===== src/sv/fupd_pkg.sv =====
// ----------------------------------------------------------------------------
// fupd_pkg: shared types and constants for the form pair decoder
// Result kinds, parser state codes, the queue entry and hex digit decode.
// ----------------------------------------------------------------------------
package fupd_pkg;

  localparam int QDEPTH = 4;
  localparam int QAW    = $clog2(QDEPTH);

  localparam logic [7:0] CH_PLUS  = 8'h2B;
  localparam logic [7:0] CH_PCT   = 8'h25;
  localparam logic [7:0] CH_EQ    = 8'h3D;
  localparam logic [7:0] CH_AMP   = 8'h26;
  localparam logic [7:0] CH_SPACE = 8'h20;
  localparam logic [7:0] TERM_MAX = 8'd13;

  typedef enum logic [2:0] {
    K_NAME_BYTE   = 3'd0,
    K_VALUE_BYTE  = 3'd1,
    K_NAME_END    = 3'd2,
    K_PAIR_END    = 3'd3,
    K_DATA_END    = 3'd4,
    K_VALUE_TRUNC = 3'd5,
    K_NAME_ERR    = 3'd6,
    K_BAD_ESCAPE  = 3'd7
  } kind_t;

  typedef enum logic [1:0] {
    PH_NAME  = 2'd0,
    PH_VALUE = 2'd1,
    PH_SKIP  = 2'd2
  } phase_t;

  typedef enum logic [1:0] {
    ESC_NONE = 2'd0,
    ESC_HIGH = 2'd1,
    ESC_LOW  = 2'd2
  } esc_t;

  typedef enum logic [1:0] {
    CFG_NAME_LIMIT  = 2'd0,
    CFG_VALUE_LIMIT = 2'd1,
    CFG_LC_HEX      = 2'd2
  } cfg_idx_t;

  typedef struct packed {
    kind_t      kind;
    logic [7:0] data;
  } result_t;

  // One queue entry: all results caused by one input byte.
  typedef struct packed {
    logic    two;
    result_t first;
    result_t second;
  } cmd_t;

  // Returns {valid, nibble}.
  function automatic logic [4:0] hex_digit(input logic [7:0] b, input logic lc_ok);
    logic [4:0] r;
    r = 5'd0;
    if (b >= 8'h30 && b <= 8'h39) begin
      r = {1'b1, b[3:0]};
    end else if (b >= 8'h41 && b <= 8'h46) begin
      r = {1'b1, b[3:0] + 4'd9};
    end else if (lc_ok && b >= 8'h61 && b <= 8'h66) begin
      r = {1'b1, b[3:0] + 4'd9};
    end
    return r;
  endfunction

endpackage


===== src/sv/form_urlencoded_pair_decoder.sv =====
// ----------------------------------------------------------------------------
// form_urlencoded_pair_decoder: streaming name=value&name=value decoder
// Front parser, short command queue and output serializer.
// ----------------------------------------------------------------------------
// Takes one raw byte per transfer and emits decoded name/value bytes plus
// markers (name end, pair end, data end, value truncated, name error, bad
// escape); out_last flags the final result of each input byte. Input accepts
// one byte per cycle, back to back, as long as the 4-entry command queue has
// room; in_ready depends only on queue occupancy. The output side delivers
// one result per cycle while out_ready is high, so a byte that yields two
// results (terminators after a value or a partial name, truncation followed
// by a name byte, bad escape at a terminator) takes two output transfers and
// bytes that yield none take none; the queue absorbs the difference.
// Config registers: 0 name_limit (8b, reset 29), 1 value_limit (16b, reset
// 255), 2 lowercase_hex_ok (1b, reset 0); write them only while idle.
module form_urlencoded_pair_decoder import fupd_pkg::*; (
  input  logic        clk,
  input  logic        rst_n,
  // input byte stream
  input  logic        in_valid,
  output logic        in_ready,
  input  logic [7:0]  in_byte,
  // decoded results
  output logic        out_valid,
  input  logic        out_ready,
  output logic [2:0]  out_kind,
  output logic [7:0]  out_byte,
  output logic        out_last,
  // configuration writes
  input  logic        cfg_we,
  input  logic [1:0]  cfg_index,
  input  logic [15:0] cfg_wdata
);

  logic q_push, q_full, q_pop, q_empty;
  cmd_t q_cmd, q_head;

  // parser: classifies each byte, builds the results it causes
  fupd_front u_front (
    .clk       (clk),
    .rst_n     (rst_n),
    .in_valid  (in_valid),
    .in_ready  (in_ready),
    .in_byte   (in_byte),
    .cfg_we    (cfg_we),
    .cfg_index (cfg_index),
    .cfg_wdata (cfg_wdata),
    .q_full    (q_full),
    .q_push    (q_push),
    .q_cmd     (q_cmd)
  );

  // decouples parser from output backpressure
  fupd_queue u_queue (
    .clk      (clk),
    .rst_n    (rst_n),
    .push     (q_push),
    .push_cmd (q_cmd),
    .full     (q_full),
    .pop      (q_pop),
    .empty    (q_empty),
    .head     (q_head)
  );

  // one result per output transfer
  fupd_back u_back (
    .clk       (clk),
    .rst_n     (rst_n),
    .q_empty   (q_empty),
    .q_head    (q_head),
    .q_pop     (q_pop),
    .out_valid (out_valid),
    .out_ready (out_ready),
    .out_kind  (out_kind),
    .out_byte  (out_byte),
    .out_last  (out_last)
  );

endmodule


===== src/sv/fupd_front.sv =====
// ----------------------------------------------------------------------------
// fupd_front: byte classifier and parser state
// Holds config and parser state, turns one byte into a queue entry.
// ----------------------------------------------------------------------------
module fupd_front import fupd_pkg::*; (
  input  logic       clk,
  input  logic       rst_n,
  input  logic       in_valid,
  output logic       in_ready,
  input  logic [7:0] in_byte,
  input  logic       cfg_we,
  input  logic [1:0] cfg_index,
  input  logic [15:0] cfg_wdata,
  input  logic       q_full,
  output logic       q_push,
  output cmd_t       q_cmd
);

  logic [7:0]  name_limit_r;
  logic [15:0] value_limit_r;
  logic        lc_hex_r;

  phase_t      phase_r, phase_nxt;
  esc_t        esc_r, esc_nxt;
  logic [3:0]  hi_r, hi_nxt;
  logic [15:0] len_r, len_nxt;

  logic        accept;
  logic        is_term;
  logic [7:0]  dec;
  logic [4:0]  hx;
  logic [1:0]  cnt;
  result_t     r0, r1;

  assign in_ready = !q_full;
  assign accept   = in_valid && in_ready;
  assign is_term  = in_byte <= TERM_MAX;
  assign dec      = (in_byte == CH_PLUS) ? CH_SPACE : in_byte;
  assign hx       = hex_digit(in_byte, lc_hex_r);

  always_ff @(posedge clk) begin
    if (!rst_n) begin
      name_limit_r  <= 8'd29;
      value_limit_r <= 16'd255;
      lc_hex_r      <= 1'b0;
    end else if (cfg_we) begin
      case (cfg_index)
        CFG_NAME_LIMIT:  name_limit_r  <= cfg_wdata[7:0];
        CFG_VALUE_LIMIT: value_limit_r <= cfg_wdata;
        CFG_LC_HEX:      lc_hex_r      <= cfg_wdata[0];
        default: ;
      endcase
    end
  end

  always_comb begin
    phase_nxt = phase_r;
    esc_nxt   = esc_r;
    hi_nxt    = hi_r;
    len_nxt   = len_r;
    cnt       = 2'd0;
    r0        = '{kind: K_DATA_END, data: 8'd0};
    r1        = '{kind: K_DATA_END, data: 8'd0};
    if (phase_r == PH_SKIP) begin
      if (is_term) begin
        cnt       = 2'd1;
        phase_nxt = PH_NAME;
        len_nxt   = 16'd0;
      end
    end else if (esc_r != ESC_NONE) begin
      if (hx[4]) begin
        if (esc_r == ESC_HIGH) begin
          hi_nxt  = hx[3:0];
          esc_nxt = ESC_LOW;
        end else begin
          cnt     = 2'd1;
          r0.kind = (phase_r == PH_VALUE) ? K_VALUE_BYTE : K_NAME_BYTE;
          r0.data = {hi_r, hx[3:0]};
          esc_nxt = ESC_NONE;
          hi_nxt  = 4'd0;
        end
      end else begin
        esc_nxt = ESC_NONE;
        hi_nxt  = 4'd0;
        r0.kind = K_BAD_ESCAPE;
        if (is_term) begin
          cnt       = 2'd2;
          phase_nxt = PH_NAME;
          len_nxt   = 16'd0;
        end else begin
          cnt       = 2'd1;
          phase_nxt = PH_SKIP;
        end
      end
    end else if (phase_r == PH_VALUE) begin
      if (is_term) begin
        cnt       = 2'd2;
        r0.kind   = K_PAIR_END;
        phase_nxt = PH_NAME;
        len_nxt   = 16'd0;
      end else if (in_byte == CH_AMP) begin
        cnt       = 2'd1;
        r0.kind   = K_PAIR_END;
        phase_nxt = PH_NAME;
        len_nxt   = 16'd0;
      end else if (len_r >= value_limit_r) begin
        // truncation closes the pair; this byte opens a new name
        r0.kind   = K_VALUE_TRUNC;
        phase_nxt = PH_NAME;
        len_nxt   = 16'd0;
        if (in_byte == CH_EQ) begin
          cnt       = 2'd2;
          r1.kind   = K_NAME_END;
          phase_nxt = PH_VALUE;
        end else if (name_limit_r == 8'd0) begin
          cnt       = 2'd2;
          r1.kind   = K_NAME_ERR;
          phase_nxt = PH_SKIP;
        end else begin
          len_nxt = 16'd1;
          if (in_byte == CH_PCT) begin
            cnt     = 2'd1;
            esc_nxt = ESC_HIGH;
          end else begin
            cnt     = 2'd2;
            r1.kind = K_NAME_BYTE;
            r1.data = dec;
          end
        end
      end else begin
        len_nxt = len_r + 16'd1;
        if (in_byte == CH_PCT) begin
          esc_nxt = ESC_HIGH;
        end else begin
          cnt     = 2'd1;
          r0.kind = K_VALUE_BYTE;
          r0.data = dec;
        end
      end
    end else begin
      // name phase
      if (is_term) begin
        phase_nxt = PH_NAME;
        len_nxt   = 16'd0;
        if (len_r != 16'd0) begin
          cnt     = 2'd2;
          r0.kind = K_NAME_ERR;
        end else begin
          cnt = 2'd1;
        end
      end else if (in_byte == CH_EQ) begin
        cnt       = 2'd1;
        r0.kind   = K_NAME_END;
        phase_nxt = PH_VALUE;
        len_nxt   = 16'd0;
      end else if (len_r >= {8'd0, name_limit_r}) begin
        cnt       = 2'd1;
        r0.kind   = K_NAME_ERR;
        phase_nxt = PH_SKIP;
      end else begin
        len_nxt = len_r + 16'd1;
        if (in_byte == CH_PCT) begin
          esc_nxt = ESC_HIGH;
        end else begin
          cnt     = 2'd1;
          r0.kind = K_NAME_BYTE;
          r0.data = dec;
        end
      end
    end
  end

  assign q_push = accept && (cnt != 2'd0);
  assign q_cmd  = '{two: (cnt == 2'd2), first: r0, second: r1};

  always_ff @(posedge clk) begin
    if (!rst_n) begin
      phase_r <= PH_NAME;
      esc_r   <= ESC_NONE;
      hi_r    <= 4'd0;
      len_r   <= 16'd0;
    end else if (accept) begin
      phase_r <= phase_nxt;
      esc_r   <= esc_nxt;
      hi_r    <= hi_nxt;
      len_r   <= len_nxt;
    end
  end

endmodule


===== src/sv/fupd_queue.sv =====
// ----------------------------------------------------------------------------
// fupd_queue: short command queue between front and back
// Register file with read and write pointers and an occupancy count.
// ----------------------------------------------------------------------------
module fupd_queue import fupd_pkg::*; (
  input  logic clk,
  input  logic rst_n,
  input  logic push,
  input  cmd_t push_cmd,
  output logic full,
  input  logic pop,
  output logic empty,
  output cmd_t head
);

  cmd_t           q_r [QDEPTH];
  logic [QAW-1:0] wr_ptr_r, rd_ptr_r;
  logic [QAW:0]   count_r, count_nxt;

  assign full  = count_r == (QAW+1)'(QDEPTH);
  assign empty = count_r == '0;
  assign head  = q_r[rd_ptr_r];

  always_comb begin
    count_nxt = count_r;
    if (push && !pop) count_nxt = count_r + 1'b1;
    else if (pop && !push) count_nxt = count_r - 1'b1;
  end

  always_ff @(posedge clk) begin
    if (push) q_r[wr_ptr_r] <= push_cmd;
  end

  always_ff @(posedge clk) begin
    if (!rst_n) begin
      wr_ptr_r <= '0;
      rd_ptr_r <= '0;
      count_r  <= '0;
    end else begin
      if (push) wr_ptr_r <= wr_ptr_r + 1'b1;
      if (pop)  rd_ptr_r <= rd_ptr_r + 1'b1;
      count_r <= count_nxt;
    end
  end

endmodule


===== src/sv/fupd_back.sv =====
// ----------------------------------------------------------------------------
// fupd_back: result serializer
// Pops entries and drives one result per transfer through an output register.
// ----------------------------------------------------------------------------
module fupd_back import fupd_pkg::*; (
  input  logic       clk,
  input  logic       rst_n,
  input  logic       q_empty,
  input  cmd_t       q_head,
  output logic       q_pop,
  output logic       out_valid,
  input  logic       out_ready,
  output logic [2:0] out_kind,
  output logic [7:0] out_byte,
  output logic       out_last
);

  logic    out_valid_r, out_valid_nxt;
  result_t out_res_r, out_res_nxt;
  logic    out_last_r, out_last_nxt;
  logic    sec_valid_r, sec_valid_nxt;
  result_t sec_r, sec_nxt;
  logic    load;

  assign load = !out_valid_r || out_ready;

  always_comb begin
    q_pop         = 1'b0;
    out_valid_nxt = out_valid_r;
    out_res_nxt   = out_res_r;
    out_last_nxt  = out_last_r;
    sec_valid_nxt = sec_valid_r;
    sec_nxt       = sec_r;
    if (load) begin
      if (sec_valid_r) begin
        out_valid_nxt = 1'b1;
        out_res_nxt   = sec_r;
        out_last_nxt  = 1'b1;
        sec_valid_nxt = 1'b0;
      end else if (!q_empty) begin
        q_pop         = 1'b1;
        out_valid_nxt = 1'b1;
        out_res_nxt   = q_head.first;
        out_last_nxt  = !q_head.two;
        sec_valid_nxt = q_head.two;
        sec_nxt       = q_head.second;
      end else begin
        out_valid_nxt = 1'b0;
      end
    end
  end

  always_ff @(posedge clk) begin
    if (!rst_n) begin
      out_valid_r <= 1'b0;
      sec_valid_r <= 1'b0;
    end else begin
      out_valid_r <= out_valid_nxt;
      sec_valid_r <= sec_valid_nxt;
    end
  end

  always_ff @(posedge clk) begin
    out_res_r  <= out_res_nxt;
    out_last_r <= out_last_nxt;
    sec_r      <= sec_nxt;
  end

  assign out_valid = out_valid_r;
  assign out_kind  = out_res_r.kind;
  assign out_byte  = out_res_r.data;
  assign out_last  = out_last_r;

endmodule

===== config.mk =====
export PLATFORM = sky130hd
export DESIGN_NAME = form_urlencoded_pair_decoder
export DESIGN_NICKNAME = d
export VERILOG_FILES = /design/src/sv/fupd_pkg.sv /design/src/sv/form_urlencoded_pair_decoder.sv /design/src/sv/fupd_front.sv /design/src/sv/fupd_queue.sv /design/src/sv/fupd_back.sv
export SDC_FILE = /design/constraint.sdc
export NUM_CORES = 1
export LEC_CHECK = 0
export BUFFER_PORTS_ARGS = -buffer_cell sky130_fd_sc_hd__buf_4
export CAP_MARGIN = 20
export CORE_MARGIN = 5
export CORE_UTILIZATION = 60
export CTS_CLUSTER_SIZE = 25
export DETAILED_ROUTE_END_ITERATION = 10
export PLACE_DENSITY = 0.78
export SETUP_SLACK_MARGIN = 0.15
export SLEW_MARGIN = 20
export SYNTH_ARGS = -nofsm -noshare
export SYNTH_HDL_FRONTEND = slang
export SYNTH_HIERARCHICAL = 1
export SYNTH_SLANG_ARGS = --single-unit

===== constraint.sdc =====
create_clock -name clk -period 5.4 [get_ports clk]
set_clock_uncertainty 0.2 [all_clocks]
set_input_delay 1.62 -clock clk [delete_from_list [all_inputs] [get_ports clk]]
set_output_delay 1.62 -clock clk [all_outputs]
set_load 0.02 [all_outputs]

Word-level counts from Yosys, hierarchy flattened --
Memories as Yosys holds them, arrays and structs flattened. A register that Yosys moved wholly into a read port is not among the register bits. Cells that the tools add are included.
Storage, ports and cells: bits in registers 81, RAM bits 92, input bits 31, output and inout port bits 14, logic and storage cells 200, memories 1
Memories:
- u_queue.q_r | words 4, bits a word 23, read ports 1, clocked after Yosys merged registers in 1, write ports 1, line fupd_queue.sv:16 | cmd_t q_r [QDEPTH];
Cells by class: add/sub/neg operators 6, magnitude comparators 9, equal/unequal tests 22, mux-type cells 111, bitwise operators 3, reduce and logical (&&, ||, !) cells 31
Operator list (count):
- $mux W16 | 12
- $mux W11 | 14
- $mux W2 | 45
- $mux W8 | 10
- $mux W3 | 11
- $eq A8 B6 Y1 const B | 4
- $add A16 B1 Y16 const B | 1
- $ge A16 B16 Y1 | 1
- $ge A16 B8 Y1 | 1
- $ge A8 B7 Y1 const B | 2
- $le A8 B7 Y1 const B | 2
- $reduce_bool A16 Y1 | 1
- $mux W5 | 3
- $mux W1 | 14
- $reduce_and A3 Y1 | 3
- $ge A8 B6 Y1 const B | 1
- $le A8 B4 Y1 const B | 1
- $le A8 B6 Y1 const B | 1
- $logic_and A1 B1 Y1 | 8
- $logic_not A8 Y1 | 1
- $mux W4 | 2
- $reduce_and A2 Y1 | 4
- $reduce_and A8 Y1 | 1
- $eq A2 B1 Y1 const B | 3
- other kinds (23) | 36

Logic depth before layout (Yosys ltp) --
depth in word-level cells 16, mapped depth 16, depth with buffers taken out 15

Cells and area by module --
The synthesis kept the hierarchy.
By module, submodules not included:
- fupd_queue | instances 1, cells each 163, area an instance 3798.6 µm², seq. area each 2942.8 µm²
- fupd_front | instances 1, cells each 505, area an instance 3753.6 µm², seq. area each 980.9 µm²
- fupd_back | instances 1, cells each 48, area an instance 975.9 µm², seq. area each 730.7 µm²

Worst setup path after synthesis --
Ideal clock, no wire load.
path type input -> register, start point in in_byte[1], end point reg u_queue.count_r[2], library setup time 76 ps, arrival time 4636 ps, data required time 5124 ps, slack 488 ps, stages on the path 15, path buffers 1, path through inv_1 ha_1 nor4bb_1 or3_1 clkbuf_1 o21ai_1 a221oi_1 and3_1 a211o_1 ha_1 inv_1 fa_1 xor2_1 or3_1 a21boi_0
Between the ends: word-level cells in the longest chain between the ends 15
Ends and longest elaborated chain:
- from (decl) | line form_urlencoded_pair_decoder.sv:22 | input logic [7:0] in_byte,
- parallel branches: the longest is 9 deep, another holds $ge A8 B7 Y1
- $mux W2 (*) | line fupd_front.sv:64 | if (phase_r == PH_SKIP) begin
- $reduce_bool A2 Y1 (*) | line fupd_front.sv:173 | assign q_push = accept && (cnt != 2'd0);
- $logic_and A1 B1 Y1 (*) | line fupd_front.sv:173
- net q_push | line form_urlencoded_pair_decoder.sv:35 | logic q_push, q_full, q_pop, q_empty;
- $logic_not A1 Y1 | line fupd_queue.sv:27 | else if (pop && !push) count_nxt = count_r - 1'b1;
- $logic_and A1 B1 Y1 | line fupd_queue.sv:27
- $reduce_bool A2 Y1 (no source line)
- to (signal assigned) | line fupd_queue.sv:42 | count_r <= count_nxt;
- to (decl) | line fupd_queue.sv:18 | logic [QAW:0] count_r, count_nxt;
Mark *: on every way through the listed nets, which the timed path passes. A chain may end at the register's enable or synchronous reset.

Final worst setup path --
Ends and elaborated chain as after synthesis.

==> reports/qor.yml <==
setup_path:
  cp-start-kind: "primary input"
  path_cells: "buf_4 -> inv_1 -> ha_1 -> nor3b_1 -> a2111oi_4 -> nor2_2 -> o21ai_1 -> a221oi_1 -> and3_1 -> a211o_1 -> ha_1 -> inv_1 -> fa_1 -> xor2_1 -> or3_1 -> a21boi_0"
  cp.required_ps: 5550
  crit_fanout: 7
  path_buf_inv: 3
  critPathTopFamily: "simple AND/OR/NAND/NOR gates"
  cp.arrival_ps: 5080
  crit_path_top_delay_cell: "fa_1"
  setup.worst_path.class: "primary input to register"
  critPathCaptureType: "register"
  cpPeakStageDelay_ps: 430
timing:
  finalMaxSlewViolations: 0
  finalWorstSetupSlack_ps: 467.1
  relSlewSlack_pct: 39.68
  hold_viol: 0
  period_share_pct: 91.35
  tightest_slew_ps: 903.6
  setup_viol: 0
  rsz0062_at_grt: "false"
  fmax_mhz: 202.7
  timing.final.crit_period_ps: 4933
  setup_tns_ps: 0
grt:
  grt_overflow_total: 0
  antenna_found_initial: 0
  grt_pass1_wl_mm: 30.35
  grt_max_degree: 45
  grt_pass1_vias: 5644
  track_usage_pct: 24.03
placed_design:
  place_inst: 922
  port_buffers: 44
  gp_congestion: 0.9009
  dpl_worst_slack_ps: 125.1
  hpwlAfterDp_mm: 13.18
detailed_routing:
  wl_mm: 19.24
  drc: 0
  detail-route-antenna-nets: 0
  wl_per_cell_um: 20.17
  vias: 5970
  drtIter0Drc: 604
  drt-vias-per-instance: 6.258
  drtPass1Iterations: 5
power_and_ir_drop:
  switching_share_pct: 28.33
  power_switching_mw: 1.077
  ir_worst_vdd_mv: 0.2583
  power_frac_seq_pct: 47.2
  p_comb_share_pct: 22.2
  fin_total_pwr_mw: 3.801
  p_per_area_nw_per_um2: 398.0
  p_leak_nw: 3.687
  p_clk_share_pct: 30.5
  p_int_mw: 2.724
final_layout:
  finalNetCount: 828
  layout_common_cells: "edfxtp_1 (115), nand2_1 (72), dfxtp_1 (59), buf_4 (58), nor2_1 (52)"
  diodes: 0
  syn2layout_area_growth_pct: 11.99
  drive_above_1_share_pct: 17.96
  final_common_cell: "edfxtp_1"
  nFillCells: 1002
  finalNonFillerCells: 954
clock_network:
  clock-sinks: 175
  clkLatencyLatePin_ps: 430
  cts_buffers: 17
  cts_setup_buffers: 0
  cts_buffer_depth: 2
  htreeDepth: 4
  cts_root_buffer: "clkbuf_16"
  cts_tree: "done"
  holdBufCountCts: 0
  cts-resized-gates: 0
  path_clk_slew_ps: 70
die:
  fp.coreArea_um2: 13930
  die_x_um: 129.2
  num_rows: 43
  pin_count: 45
  die_h_um: 129.2
  start_util_pct: 61.20
  dieArea_um2: 16700
synth:
  synthDistinctLibCells: 78
  syn_area_per_cell_um2: 11.91
  synth_edf_count: 115
  synth_area_um2: 8528
  yosys.area.top_type: "edfxtp_1"
  postSynthCellCount: 716
  synthTopCellsByArea: "edfxtp_1 (40%), dfxtp_1 (14%), mux4_2 (5.3%)"
  synth_ff_type: "edfxtp_1"
  async_reset_ff_share_pct: 0
  yosysSeqAreaShare_pct: 54.58
  yosysWarningCount: 6
  synth.top_cell.area_share_pct: 40.49
  synth_nets: 783
  synth_seq_cells: 175
min_path:
  hp-class: "register to register"
outcome:
  outcome: "finished clean"
flow_run:
  drv_cap: 0
==> stage by stage <==
| step | hold slack [ps] | util, % | instance area (um2) |
|---|---|---|---|
| 6_report | 259.2 | 68.54 | 9550 |
| 2_1_floorplan | 236.3 | - | 8528 |
| 3_5_place_dp | 253.2 | 64.51 | 8990 |
| 3_3_place_gp | 245.3 | 64.51 | 8990 |
| 4_1_cts | 262.9 | 68.53 | 9549 |
| 5_1_grt | 283.0 | 68.54 | 9550 |
==> flip-flops by register name (all words and copies together), names as in the netlist, 2 cells and up, named ones only <==
register,cells
u_back/sec_r,11
u_front/phase_r,2
u_queue/count_r,3
u_front/len_r,16
u_front/hi_r,4
u_queue/rd_ptr_r,2
u_back/out_byte,8
u_front/name_limit_r,8
u_queue/wr_ptr_r,2
u_back/out_kind,3
u_front/esc_r,2
u_queue/q_r,92
u_front/value_limit_r,16
==> kinds of logic (layout without fill, tap and decap cells) <==
kind of cell / after synthesis / in the layout / synth area share [%]
other: 1 / 1 / 0.04397
xor gates and xnor gates: 7 / 7 / 0.7189
AOI/OAI and AO/OA: 137 / 137 / 11.55
and+or+nand+nor: 247 / 247 / 14.83
muxes: 41 / 41 / 8.759
DFF: 175 / 175 / 54.58
buffers and inverters: 72 / 130 / 4.152
adders and majority gates: 36 / 36 / 5.370
==> power by group through the flow <==
| stage | Clock [mW] | Sequential (mW) | Combinational, mW |
|---|---|---|---|
| finish | 1.16 | 1.80 | 0.845 |
| global route | 1.24 | 1.81 | 0.911 |
| CTS | 1.17 | 1.80 | 0.852 |
| detailed placement | 0 | 1.82 | 0.839 |
| global placement | 0 | 1.80 | 0.809 |
| floorplan | 0 | 1.83 | 0.570 |
==> final timing paths <==
check / start / endpoint / slack (ps) / depth (start not counted)
min reg2reg: u_front/value_limit_r[13] / u_front/value_limit_r[13] / 260 / 2
max reg2reg: u_front/len_r[7] / u_queue/count_r[2] / 900 / 14
min: u_front/value_limit_r[13] / u_front/value_limit_r[13] / 260 / 2
max: in_byte[1] / u_queue/count_r[2] / 470 / 16
==> tightest hold or removal path, stage by stage (launching register included) <==
cell and delay [ps]:
dfxtp_1 310, nand2_1 50, a21oi_1 50
==> layer usage <==
layer / wire length (um) / share of wire [%] / global-route usage (%)
met1: 8366 / 43 / 33.99
met2: 9159 / 48 / 38.51
met3: 1393 / 7.2 / 4.287
met4: 324 / 1.7 / 7.041
met5: 0 / 0 / 0
==> cells in the mapped netlist (all sizes together), types with 3 or more instances <==
master   count
buf         13
a21boi       3
ha          35
a21oi       40
nor4         5
nand3       21
nand2       72
xor2         3
a211o        3
inv         40
o31ai        5
xnor2        4
o211ai      15
nor3b        3
o21ai       24
nor2b       12
nand4       13
edfxtp     115
and2        12
and3        12
nor3         8
clkbuf      19
a22o        10
a31oi        4
nand3b      10
mux4        23
o22ai        4
or2          3
and4         3
mux2        12
dfxtp       60
nor4b        3
nor2        54
or3          4
nand2b       5
a211oi       5
mux2i        6
a2111oi      4
a22oi        3
==> layout make-up <==
class	instances	area, um2	share of cell area, %
clock buffers	19	432.9	4.533
multi-input cells	469	3525	36.91
repair buffers	58	435.4	4.559
clock inverters	13	126.4	1.323
flip-flops and latches	175	4656	48.75
inverters	40	150.1	1.572
well taps	180	225.2	2.358
(Power assumes the default switching activity.)
